--- config.mk ---
export PLATFORM = sky130hd
export DESIGN_NAME = subpixel_sprite_alpha_blend_unit
export DESIGN_NICKNAME = d
export VERILOG_FILES = /design/src/rtl/sab_pkg.sv /design/src/rtl/subpixel_sprite_alpha_blend_unit.sv /design/src/rtl/sab_cfg.sv /design/src/rtl/sab_interp.sv /design/src/rtl/sab_blend.sv
export SDC_FILE = /design/constraint.sdc
export NUM_CORES = 2
export LEC_CHECK = 0
export BUFFER_PORTS_ARGS = -buffer_cell sky130_fd_sc_hd__buf_4
export CAP_MARGIN = 20
export CORE_MARGIN = 2
export CORE_UTILIZATION = 55
export CTS_CLUSTER_DIAMETER = 200
export DETAILED_ROUTE_END_ITERATION = 12
export GPL_TIMING_DRIVEN = 0
export HOLD_SLACK_MARGIN = 0.08
export PLACE_DENSITY_LB_ADDON = 0.05
export SLEW_MARGIN = 20
export SYNTH_ARGS = -nofsm -noshare
export SYNTH_HDL_FRONTEND = slang
export SYNTH_SLANG_ARGS = --single-unit
--- constraint.sdc ---
create_clock -name clk -period 6.2 [get_ports clk]
set_input_delay 1.86 -clock clk [delete_from_list [all_inputs] [get_ports clk]]
set_output_delay 1.86 -clock clk [all_outputs]
set_load 0.005 [all_outputs]
--- src/rtl/sab_pkg.sv ---
package sab_pkg;

	localparam int CH_W    = 8;
	localparam int NUM_CH  = 4;
	localparam int PIX_W   = CH_W * NUM_CH;
	localparam int NUM_SRC = 4;
	localparam int ALPHA_LSB = 24;
	localparam logic [CH_W-1:0] CH_MAX = 8'hFF;

	// Register indexes on the configuration port.
	typedef enum logic [0:0] {
		REG_FRAC_X = 1'b0,
		REG_FRAC_Y = 1'b1
	} sab_reg_t;

	// Sprite neighbor order: here, right, below, below-right.
	typedef logic [PIX_W-1:0] sab_pix_t;

	typedef struct packed {
		logic [NUM_SRC-1:0][CH_W-1:0] w;
	} sab_weights_t;

	// Channel scaled by an 8-bit factor, truncated.
	function automatic logic [CH_W-1:0] scale_ch(input logic [CH_W-1:0] ch,
		input logic [CH_W-1:0] s);
		logic [2*CH_W-1:0] prod;
		prod = ch * s;
		return prod[2*CH_W-1:CH_W];
	endfunction

	// Channel sum, clamped to full scale.
	function automatic logic [CH_W-1:0] add_sat(input logic [CH_W-1:0] a,
		input logic [CH_W-1:0] b);
		logic [CH_W:0] sum;
		sum = {1'b0, a} + {1'b0, b};
		return sum[CH_W] ? CH_MAX : sum[CH_W-1:0];
	endfunction

endpackage

--- src/rtl/subpixel_sprite_alpha_blend_unit.sv ---
// Subpixel sprite alpha blend unit: the per-pixel core of a 2D blitter. Program the
// horizontal and vertical subpixel fractions through the APB port, then present one item
// per clock on the data ports with start high: four neighboring ARGB8888 sprite pixels
// and the destination pixel. Each item is accepted whenever start is high, since busy
// never rises; a new item can enter on every clock. The blended pixel appears on
// blended_pixel for exactly one cycle, marked by done, once the item has passed the stage
// one, two, three and four registers in turn; items leave in the order they entered. The
// receiver cannot stall the unit, so it must take every result in the cycle done is
// high. Throughput is one item per clock, and each item passes through the four
// pipeline stages: neighbor weighting, per-channel summing, the two alpha blend
// products, and their final sum. The four bilinear weights are derived from the
// fraction registers and held in registers of their own, which load at the same edge
// as the fraction write, so an item accepted right after a write already sees the new
// fractions; program the fractions only while no item is in flight. The weight on the
// pixel at the current position is (fx*fy)>>8, on the right neighbor ((255-fx)*fy)>>8,
// on the pixel below (fx*(255-fy))>>8, and on the pixel below and to the right
// ((255-fx)*(255-fy))>>8. frac_x is at byte address 0 and frac_y at byte address 4;
// both reset to zero.
module subpixel_sprite_alpha_blend_unit (
	input  logic        clk,
	input  logic        arst_n,
	input  logic        psel,
	input  logic        penable,
	input  logic        pwrite,
	input  logic [2:0]  paddr,
	input  logic [31:0] pwdata,
	output logic [31:0] prdata,
	output logic        pready,
	input  logic        start,
	output logic        busy,
	input  logic [31:0] src_here,
	input  logic [31:0] src_right,
	input  logic [31:0] src_below,
	input  logic [31:0] src_below_right,
	input  logic [31:0] dest_pixel,
	output logic        done,
	output logic [31:0] blended_pixel
);

	sab_pkg::sab_weights_t wts;
	sab_pkg::sab_pix_t     pix_s2;
	sab_pkg::sab_pix_t     dst_s2;
	logic                  v_s2;
	logic                  accept;

	// The pipeline never backs up, so an item is taken on every cycle start is high.
	assign busy   = 1'b0;
	assign accept = start & ~busy;

	sab_cfg u_cfg (
		.clk    (clk),
		.arst_n (arst_n),
		.psel   (psel),
		.penable(penable),
		.pwrite (pwrite),
		.paddr  (paddr),
		.pwdata (pwdata),
		.prdata (prdata),
		.pready (pready),
		.wts    (wts)
	);

	// Stages one and two: weighted neighbors and their per-channel sum.
	sab_interp u_interp (
		.clk            (clk),
		.arst_n         (arst_n),
		.in_valid       (accept),
		.wts            (wts),
		.src_here       (src_here),
		.src_right      (src_right),
		.src_below      (src_below),
		.src_below_right(src_below_right),
		.dest_pixel     (dest_pixel),
		.v_s2           (v_s2),
		.pix_s2         (pix_s2),
		.dst_s2         (dst_s2)
	);

	// Stages three and four: the interpolated pixel's own alpha blends it over the
	// destination, and the result register drives the output ports directly.
	sab_blend u_blend (
		.clk    (clk),
		.arst_n (arst_n),
		.v_s2   (v_s2),
		.pix_s2 (pix_s2),
		.dst_s2 (dst_s2),
		.v_s4   (done),
		.res_s4 (blended_pixel)
	);

endmodule

--- src/rtl/sab_cfg.sv ---
module sab_cfg (
	input  logic                clk,
	input  logic                arst_n,
	input  logic                psel,
	input  logic                penable,
	input  logic                pwrite,
	input  logic [2:0]          paddr,
	input  logic [31:0]         pwdata,
	output logic [31:0]         prdata,
	output logic                pready,
	output sab_pkg::sab_weights_t wts
);

	logic [sab_pkg::CH_W-1:0] frac_x_q;
	logic [sab_pkg::CH_W-1:0] frac_y_q;
	logic [sab_pkg::CH_W-1:0] next_x;
	logic [sab_pkg::CH_W-1:0] next_y;
	logic [sab_pkg::CH_W-1:0] inv_x;
	logic [sab_pkg::CH_W-1:0] inv_y;
	sab_pkg::sab_weights_t    wts_q;
	sab_pkg::sab_weights_t    wts_d;
	sab_pkg::sab_reg_t        reg_sel;
	logic                     wr_en;

	assign pready  = 1'b1;
	assign reg_sel = sab_pkg::sab_reg_t'(paddr[2]);
	assign wr_en   = psel & penable & pwrite;

	always_ff @(posedge clk or negedge arst_n) begin
		if (!arst_n) begin
			frac_x_q <= '0;
			frac_y_q <= '0;
		end else if (wr_en) begin
			unique case (reg_sel)
				sab_pkg::REG_FRAC_X: frac_x_q <= pwdata[sab_pkg::CH_W-1:0];
				sab_pkg::REG_FRAC_Y: frac_y_q <= pwdata[sab_pkg::CH_W-1:0];
				default: ;
			endcase
		end
	end

	always_comb begin
		prdata = '0;
		unique case (reg_sel)
			sab_pkg::REG_FRAC_X: prdata[sab_pkg::CH_W-1:0] = frac_x_q;
			sab_pkg::REG_FRAC_Y: prdata[sab_pkg::CH_W-1:0] = frac_y_q;
			default: prdata = '0;
		endcase
	end

	// The weights are built from the fractions as they stand after this edge, so the
	// weight registers load at the same edge as the fraction that is written.
	assign next_x = (wr_en && reg_sel == sab_pkg::REG_FRAC_X) ?
		pwdata[sab_pkg::CH_W-1:0] : frac_x_q;
	assign next_y = (wr_en && reg_sel == sab_pkg::REG_FRAC_Y) ?
		pwdata[sab_pkg::CH_W-1:0] : frac_y_q;

	// Weight pairing: the fx*fy weight goes to the pixel at the current position.
	assign inv_x = sab_pkg::CH_MAX - next_x;
	assign inv_y = sab_pkg::CH_MAX - next_y;

	always_comb begin
		wts_d.w[0] = sab_pkg::scale_ch(next_x, next_y);
		wts_d.w[1] = sab_pkg::scale_ch(inv_x, next_y);
		wts_d.w[2] = sab_pkg::scale_ch(next_x, inv_y);
		wts_d.w[3] = sab_pkg::scale_ch(inv_x, inv_y);
	end

	always_ff @(posedge clk or negedge arst_n) begin
		if (!arst_n) begin
			wts_q <= '0;
		end else begin
			wts_q <= wts_d;
		end
	end

	assign wts = wts_q;

endmodule

--- src/rtl/sab_interp.sv ---
module sab_interp (
	input  logic                  clk,
	input  logic                  arst_n,
	input  logic                  in_valid,
	input  sab_pkg::sab_weights_t wts,
	input  sab_pkg::sab_pix_t     src_here,
	input  sab_pkg::sab_pix_t     src_right,
	input  sab_pkg::sab_pix_t     src_below,
	input  sab_pkg::sab_pix_t     src_below_right,
	input  sab_pkg::sab_pix_t     dest_pixel,
	output logic                  v_s2,
	output sab_pkg::sab_pix_t     pix_s2,
	output sab_pkg::sab_pix_t     dst_s2
);

	sab_pkg::sab_pix_t [sab_pkg::NUM_SRC-1:0] src;
	sab_pkg::sab_pix_t [sab_pkg::NUM_SRC-1:0] sc_d;
	sab_pkg::sab_pix_t [sab_pkg::NUM_SRC-1:0] sc_s1;
	sab_pkg::sab_pix_t                        dst_s1;
	sab_pkg::sab_pix_t                        pix_d;
	logic                                     v_s1;

	assign src[0] = src_here;
	assign src[1] = src_right;
	assign src[2] = src_below;
	assign src[3] = src_below_right;

	// Stage 1: every neighbor channel times its weight.
	always_comb begin
		for (int n = 0; n < sab_pkg::NUM_SRC; n++) begin
			for (int k = 0; k < sab_pkg::NUM_CH; k++) begin
				sc_d[n][k*sab_pkg::CH_W +: sab_pkg::CH_W] =
					sab_pkg::scale_ch(src[n][k*sab_pkg::CH_W +: sab_pkg::CH_W], wts.w[n]);
			end
		end
	end

	always_ff @(posedge clk or negedge arst_n) begin
		if (!arst_n) begin
			v_s1 <= 1'b0;
			v_s2 <= 1'b0;
		end else begin
			v_s1 <= in_valid;
			v_s2 <= v_s1;
		end
	end

	always_ff @(posedge clk) begin
		if (in_valid) begin
			sc_s1  <= sc_d;
			dst_s1 <= dest_pixel;
		end
	end

	// Stage 2: pairwise clamped sums per channel, no carry between channels.
	always_comb begin
		for (int k = 0; k < sab_pkg::NUM_CH; k++) begin
			pix_d[k*sab_pkg::CH_W +: sab_pkg::CH_W] = sab_pkg::add_sat(
				sab_pkg::add_sat(sc_s1[0][k*sab_pkg::CH_W +: sab_pkg::CH_W],
					sc_s1[1][k*sab_pkg::CH_W +: sab_pkg::CH_W]),
				sab_pkg::add_sat(sc_s1[2][k*sab_pkg::CH_W +: sab_pkg::CH_W],
					sc_s1[3][k*sab_pkg::CH_W +: sab_pkg::CH_W]));
		end
	end

	always_ff @(posedge clk) begin
		if (v_s1) begin
			pix_s2 <= pix_d;
			dst_s2 <= dst_s1;
		end
	end

endmodule

--- src/rtl/sab_blend.sv ---
module sab_blend (
	input  logic              clk,
	input  logic              arst_n,
	input  logic              v_s2,
	input  sab_pkg::sab_pix_t pix_s2,
	input  sab_pkg::sab_pix_t dst_s2,
	output logic              v_s4,
	output sab_pkg::sab_pix_t res_s4
);

	logic [sab_pkg::CH_W-1:0] alpha;
	logic [sab_pkg::CH_W-1:0] inv_alpha;
	sab_pkg::sab_pix_t        src_d;
	sab_pkg::sab_pix_t        dst_d;
	sab_pkg::sab_pix_t        src_s3;
	sab_pkg::sab_pix_t        dst_s3;
	sab_pkg::sab_pix_t        res_d;
	logic                     v_s3;

	assign alpha     = pix_s2[sab_pkg::ALPHA_LSB +: sab_pkg::CH_W];
	assign inv_alpha = sab_pkg::CH_MAX - alpha;

	// Stage 3: both blend terms, alpha channel included.
	always_comb begin
		for (int k = 0; k < sab_pkg::NUM_CH; k++) begin
			src_d[k*sab_pkg::CH_W +: sab_pkg::CH_W] =
				sab_pkg::scale_ch(pix_s2[k*sab_pkg::CH_W +: sab_pkg::CH_W], alpha);
			dst_d[k*sab_pkg::CH_W +: sab_pkg::CH_W] =
				sab_pkg::scale_ch(dst_s2[k*sab_pkg::CH_W +: sab_pkg::CH_W], inv_alpha);
		end
	end

	// Stage 4: clamped per-channel sum of the two terms.
	always_comb begin
		for (int k = 0; k < sab_pkg::NUM_CH; k++) begin
			res_d[k*sab_pkg::CH_W +: sab_pkg::CH_W] = sab_pkg::add_sat(
				src_s3[k*sab_pkg::CH_W +: sab_pkg::CH_W],
				dst_s3[k*sab_pkg::CH_W +: sab_pkg::CH_W]);
		end
	end

	always_ff @(posedge clk or negedge arst_n) begin
		if (!arst_n) begin
			v_s3 <= 1'b0;
			v_s4 <= 1'b0;
		end else begin
			v_s3 <= v_s2;
			v_s4 <= v_s3;
		end
	end

	always_ff @(posedge clk) begin
		if (v_s2) begin
			src_s3 <= src_d;
			dst_s3 <= dst_d;
		end
		if (v_s3) begin
			res_s4 <= res_d;
		end
	end

endmodule
==> impl_results.html <==
<table>
<tr><th>Metric</th><th>Value</th></tr>
<tr><th colspan="2">Outcome</th></tr>
<tr><td>Result of the run</td><td>finished with violations</td></tr>
<tr><td>Violated checks</td><td>setup timing</td></tr>
<tr><th colspan="2">Worst setup path</th></tr>
<tr><td>Critical path start-end classification</td><td>in2reg</td></tr>
<tr><td>Arr. time, crit path</td><td>roughly 6.8 ns</td></tr>
<tr><td>Element type at the critical path end</td><td>flop</td></tr>
<tr><td>Critical Path Start Type</td><td>primary input</td></tr>
<tr><td>Max FO, Critical Path</td><td>6</td></tr>
<tr><td>Required time worst endpoint</td><td>a little under 7 ns</td></tr>
<tr><th colspan="2">Place</th></tr>
<tr><td>Final GP Congestion</td><td>0.911</td></tr>
<tr><td>Number of port buffers</td><td>199</td></tr>
<tr><td>Total placed instance area</td><td>72,700 um2</td></tr>
<tr><td>Detailed placement HPWL</td><td>142,000 um</td></tr>
<tr><td>Placement-stage worst setup slack</td><td>-1.28 ns</td></tr>
<tr><th colspan="2">Finish</th></tr>
<tr><td>Share of layout cells above drive strength 1</td><td>7.30%</td></tr>
<tr><td>Summed area of non-filler cells in the final layout</td><td>between 70,000 and 80,000 um2</td></tr>
<tr><td>Number of nets in the layout</td><td>slightly below 10,000</td></tr>
<tr><td>Area of combinational cells with multiple inputs</td><td>51,800 um2</td></tr>
<tr><td>Count of fill cells added during filler insertion</td><td>10,700</td></tr>
<tr><td>Utilization after layout</td><td>61.0%</td></tr>
<tr><td>Footprint of the flip-flops and latches</td><td>between 10,000 and 15,000 um2</td></tr>
<tr><td>Layout area overhead</td><td>10.2%</td></tr>
<tr><th colspan="2">Timing</th></tr>
<tr><td>Min Tclk post-route</td><td>6.23 ns</td></tr>
<tr><td>Rel. slew slack</td><td>26.8%</td></tr>
<tr><td>Slew of the pin with the lowest slew margin</td><td>between 1 and 1.5 ns</td></tr>
<tr><td>Number of pins with negative max-slew slack in the final report</td><td>0</td></tr>
<tr><td>Unrepaired setup endpoints after global routing</td><td>true</td></tr>
<tr><td>Setup TNS Final</td><td>-0.0593 ns</td></tr>
<tr><td>Final worst slack</td><td>-0.0309 ns</td></tr>
<tr><td>Final period util</td><td>100%</td></tr>
<tr><td>Endpoints failing hold</td><td>0</td></tr>
<tr><td>Worst clock skew on the final layout</td><td>about 0.017 ns</td></tr>
<tr><td>Maximum achievable frequency</td><td>160 MHz</td></tr>
<tr><td>Count of final setup violators</td><td>3</td></tr>
<tr><th colspan="2">Clock network</th></tr>
<tr><td>Number of hold buffers added after CTS</td><td>0</td></tr>
<tr><td>Clock sink total</td><td>approximately 370</td></tr>
<tr><td>Clock latency on the worst-skew pair</td><td>0.64 ns</td></tr>
<tr><td>CTS tree</td><td>built</td></tr>
<tr><td>Number of buffers added by the clock tree synthesis step</td><td>47</td></tr>
<tr><td>Depth of the CTS H-tree</td><td>2</td></tr>
<tr><td>Cell at the root of the clock tree</td><td>sky130_fd_sc_hd__clkbuf_16</td></tr>
<tr><td>CTS clk-pin slew, worst paths</td><td>approximately 0.060 ns</td></tr>
<tr><td>Maximum root-to-sink buffer count</td><td>3</td></tr>
<tr><th colspan="2">Floorplan</th></tr>
<tr><td>Initial cell density of the core</td><td>55.3%</td></tr>
<tr><td>Site row count</td><td>129</td></tr>
<tr><td>Area of the core</td><td>123,000 um2</td></tr>
<tr><td>Number of I/O pins</td><td>268</td></tr>
<tr><td>Horizontal die dimension</td><td>357 um</td></tr>
<tr><td>Die height</td><td>between 300 and 400 um</td></tr>
<tr><td>Die Outline Area</td><td>roughly 130,000 um2</td></tr>
<tr><th colspan="2">Logic synthesis</th></tr>
<tr><td>Post-synth top area share</td><td>between 20 and 30%</td></tr>
<tr><td>Main synth FF type</td><td>sky130_fd_sc_hd__edfxtp_1</td></tr>
<tr><td>Largest cells by area after synthesis</td><td>sky130_fd_sc_hd__fa_1, sky130_fd_sc_hd__ha_1, sky130_fd_sc_hd__edfxtp_1</td></tr>
<tr><td>Syn Area/Cell</td><td>9.29 um2</td></tr>
<tr><td>Number of synthesized flops with an enable pin</td><td>320</td></tr>
<tr><td>Fraction of the yosys area taken by sequential cells</td><td>16.0%</td></tr>
<tr><td>Post-synthesis async set-or-reset flop share</td><td>around 14%</td></tr>
<tr><td>Cell area after technology mapping</td><td>68,300 um2</td></tr>
<tr><td>Number of register bits inferred by synthesis</td><td>~370</td></tr>
<tr><td>Leading area contributor after synthesis</td><td>sky130_fd_sc_hd__fa_1</td></tr>
<tr><td>Cell variety after synth</td><td>67</td></tr>
<tr><td>Number of warnings issued by yosys</td><td>0</td></tr>
<tr><td>Syn Inst Count</td><td>between 7,000 and 8,000</td></tr>
<tr><th colspan="2">Route</th></tr>
<tr><td>Iter 0 DRT Violations</td><td>~2,700</td></tr>
<tr><td>Vias after detailed routing</td><td>50,000</td></tr>
<tr><td>DRC Markers</td><td>0</td></tr>
<tr><td>Residual antenna-violating net count after detailed routing</td><td>0</td></tr>
<tr><td>First drt pass iteration count</td><td>6</td></tr>
<tr><td>Post-Route WL</td><td>171,000 um</td></tr>
<tr><td>Detailed-route wire length per cell</td><td>18.2 um</td></tr>
<tr><td>Number of vias per cell after detailed routing</td><td>5.33</td></tr>
<tr><th colspan="2">Global route</th></tr>
<tr><td>Total gr overflow</td><td>0</td></tr>
<tr><td>Global router's overall resource usage</td><td>27.8%</td></tr>
<tr><td>First-pass GRT wire length</td><td>278,000 um</td></tr>
<tr><td>Largest net degree at the start of global routing</td><td>66</td></tr>
<tr><td>Number of global-route vias before repair</td><td>52,600</td></tr>
<tr><td>Initial antenna violation count</td><td>3</td></tr>
<tr><th colspan="2">Hold path</th></tr>
<tr><td>Worst min path class</td><td>reg2reg</td></tr>
<tr><th colspan="2">Run</th></tr>
<tr><td>Number of maximum-capacitance violations</td><td>0</td></tr>
</table>
==> layout by cell type, fill, tap and decap left out, drive strengths merged, types with 137 or more instances in the layout <==
master and n:
edfxtp 320, ha 1048, a21oi 137, xnor2 149, o21ai 161, fa 985
buf 315, clkbuf 221, nor2b 146, nand2 819, nand3 137, inv 1480
and2 601, nor2 344
==> metal layers <==
layer | track usage [%] | wire (um) | part of all wire, % | up-vias
met2 | 49.3 | 85500 | 50 | 1019
met5 | 0 | 27 | 0.016 | -
met4 | 8.16 | 5140 | 3.0 | 4
met3 | 2.84 | 7460 | 4.4 | 207
met1 | 36.0 | 72600 | 43 | 24900
li1 | - | - | - | 23800
==> registers in the layout, summed over array words and instances, names as in the netlist <==
register	count
u_blend.src_s3	32
u_interp.dst_s1	32
u_interp.dst_s2	32
u_blend.v_s4	1
u_interp.pix_s2	32
u_cfg.frac_y_q	8
u_interp.v_s1	1
u_blend.res_s4	32
u_interp.v_s2	1
u_cfg.wts	32
u_cfg.frac_x_q	8
u_blend.v_s3	1
u_interp.sc_s1	128
u_blend.dst_s3	32
==> what timing repair did <==
item	in CTS	in global routing
gates resized for setup	51	88
gates cloned	1	0
buffers inserted	33	28
setup endpoints to repair	33	29
pin swaps	12	47
==> worst max-delay path, stage by stage <==
cell and delay (ns):
sky130_fd_sc_hd__buf_12 0.10, sky130_fd_sc_hd__nand4b_1 0.24, sky130_fd_sc_hd__buf_12 0.21, sky130_fd_sc_hd__buf_12 0.14, sky130_fd_sc_hd__mux2i_4 0.29, sky130_fd_sc_hd__buf_6 0.15
sky130_fd_sc_hd__buf_8 0.10, sky130_fd_sc_hd__nand2_1 0.07, sky130_fd_sc_hd__fa_1 0.45, sky130_fd_sc_hd__fa_1 0.50, sky130_fd_sc_hd__inv_1 0.06, sky130_fd_sc_hd__fa_1 0.49
sky130_fd_sc_hd__inv_2 0.04, sky130_fd_sc_hd__fa_1 0.49, sky130_fd_sc_hd__inv_2 0.05, sky130_fd_sc_hd__ha_4 0.27, sky130_fd_sc_hd__nand2_4 0.06, sky130_fd_sc_hd__nor4_4 0.35
sky130_fd_sc_hd__a2111oi_4 0.08, sky130_fd_sc_hd__buf_4 0.17, sky130_fd_sc_hd__o311ai_4 0.27, sky130_fd_sc_hd__a21oi_2 0.12, sky130_fd_sc_hd__xnor2_2 0.21
==> worst paths after layout <==
check                      slack [ns]                   to           startpoint  cells past startpoint
max                             -0.03        u_cfg.wts[15]             paddr[2]                     23
min reg2reg                      0.42  u_interp.dst_s2[13]  u_interp.dst_s1[13]                      0
max in group asynchronous        4.08        u_interp.v_s1               arst_n                      1
min in group asynchronous        1.37        u_interp.v_s2               arst_n                      1
min                              0.42  u_interp.dst_s2[13]  u_interp.dst_s1[13]                      0
max reg2reg                      0.25   u_blend.src_s3[31]  u_interp.pix_s2[25]                     16
==> final cells by class <==
class | count | area share [%]
Clock inverter | 33 | 0.495
Multi-Input combinational cell | 5314 | 68.8
Antenna cell | 7 | 0.0233
Clock buffer | 55 | 1.64
Timing Repair Buffer | 264 | 2.86
Buffer | 217 | 1.60
Tap cell | 1637 | 2.72
Sequential cell | 372 | 14.5
Inverter | 1475 | 7.41
==> kinds of logic after synthesis <==
group | after synthesis | share of synthesized area [%]
mux | 29 | 0.443
other cells | 2 | 0.0110
fa+ha+maj | 2033 | 48.0
xor+xnor | 251 | 3.22
simple gates | 2410 | 17.6
flops | 372 | 16.0
buf+inv | 1698 | 9.48
compound gates | 565 | 5.29
==> synthesized netlist by cell type, types with 6 or more instances <==
master,number
sky130_fd_sc_hd__a22o_1,6
sky130_fd_sc_hd__nor2_1,344
sky130_fd_sc_hd__and4b_1,12
sky130_fd_sc_hd__a21oi_1,136
sky130_fd_sc_hd__fa_1,985
sky130_fd_sc_hd__a211oi_1,22
sky130_fd_sc_hd__or2_2,20
sky130_fd_sc_hd__dfrtp_1,52
sky130_fd_sc_hd__edfxtp_1,320
sky130_fd_sc_hd__or3_1,43
sky130_fd_sc_hd__xnor2_1,149
sky130_fd_sc_hd__clkinv_1,9
sky130_fd_sc_hd__inv_1,1465
sky130_fd_sc_hd__a211o_1,10
sky130_fd_sc_hd__ha_1,1048
sky130_fd_sc_hd__xor2_1,102
sky130_fd_sc_hd__nand2b_1,91
sky130_fd_sc_hd__o211a_1,9
sky130_fd_sc_hd__and4_1,10
sky130_fd_sc_hd__and3_1,65
sky130_fd_sc_hd__o31ai_1,29
sky130_fd_sc_hd__buf_4,27
sky130_fd_sc_hd__o211ai_1,38
sky130_fd_sc_hd__mux2i_1,19
sky130_fd_sc_hd__and2_1,601
sky130_fd_sc_hd__a31oi_1,14
sky130_fd_sc_hd__a31o_2,17
sky130_fd_sc_hd__nor2b_1,146
sky130_fd_sc_hd__buf_1,11
sky130_fd_sc_hd__nor3_1,93
sky130_fd_sc_hd__a21o_1,37
sky130_fd_sc_hd__o21a_1,18
sky130_fd_sc_hd__o21ai_0,144
sky130_fd_sc_hd__nand4b_1,8
sky130_fd_sc_hd__a311o_1,7
sky130_fd_sc_hd__o21ai_1,17
sky130_fd_sc_hd__nand3_1,137
sky130_fd_sc_hd__nand4_1,11
sky130_fd_sc_hd__mux2_2,10
sky130_fd_sc_hd__a21boi_0,33
sky130_fd_sc_hd__nand2_1,819
sky130_fd_sc_hd__clkbuf_1,183
==> stage by stage <==
step | std cells | hold slack [ns]
after floorplan | 7384 | 0.400
after global placement | 9220 | 0.403
after detailed placement | 9224 | 0.405
after CTS | 9342 | 0.401
after global routing | 9367 | 0.427
final | 9374 | 0.415
Power is left out: the tool's default activity adds up to more than one toggle a clock period on the data nets, which glitch-free logic cannot reach.
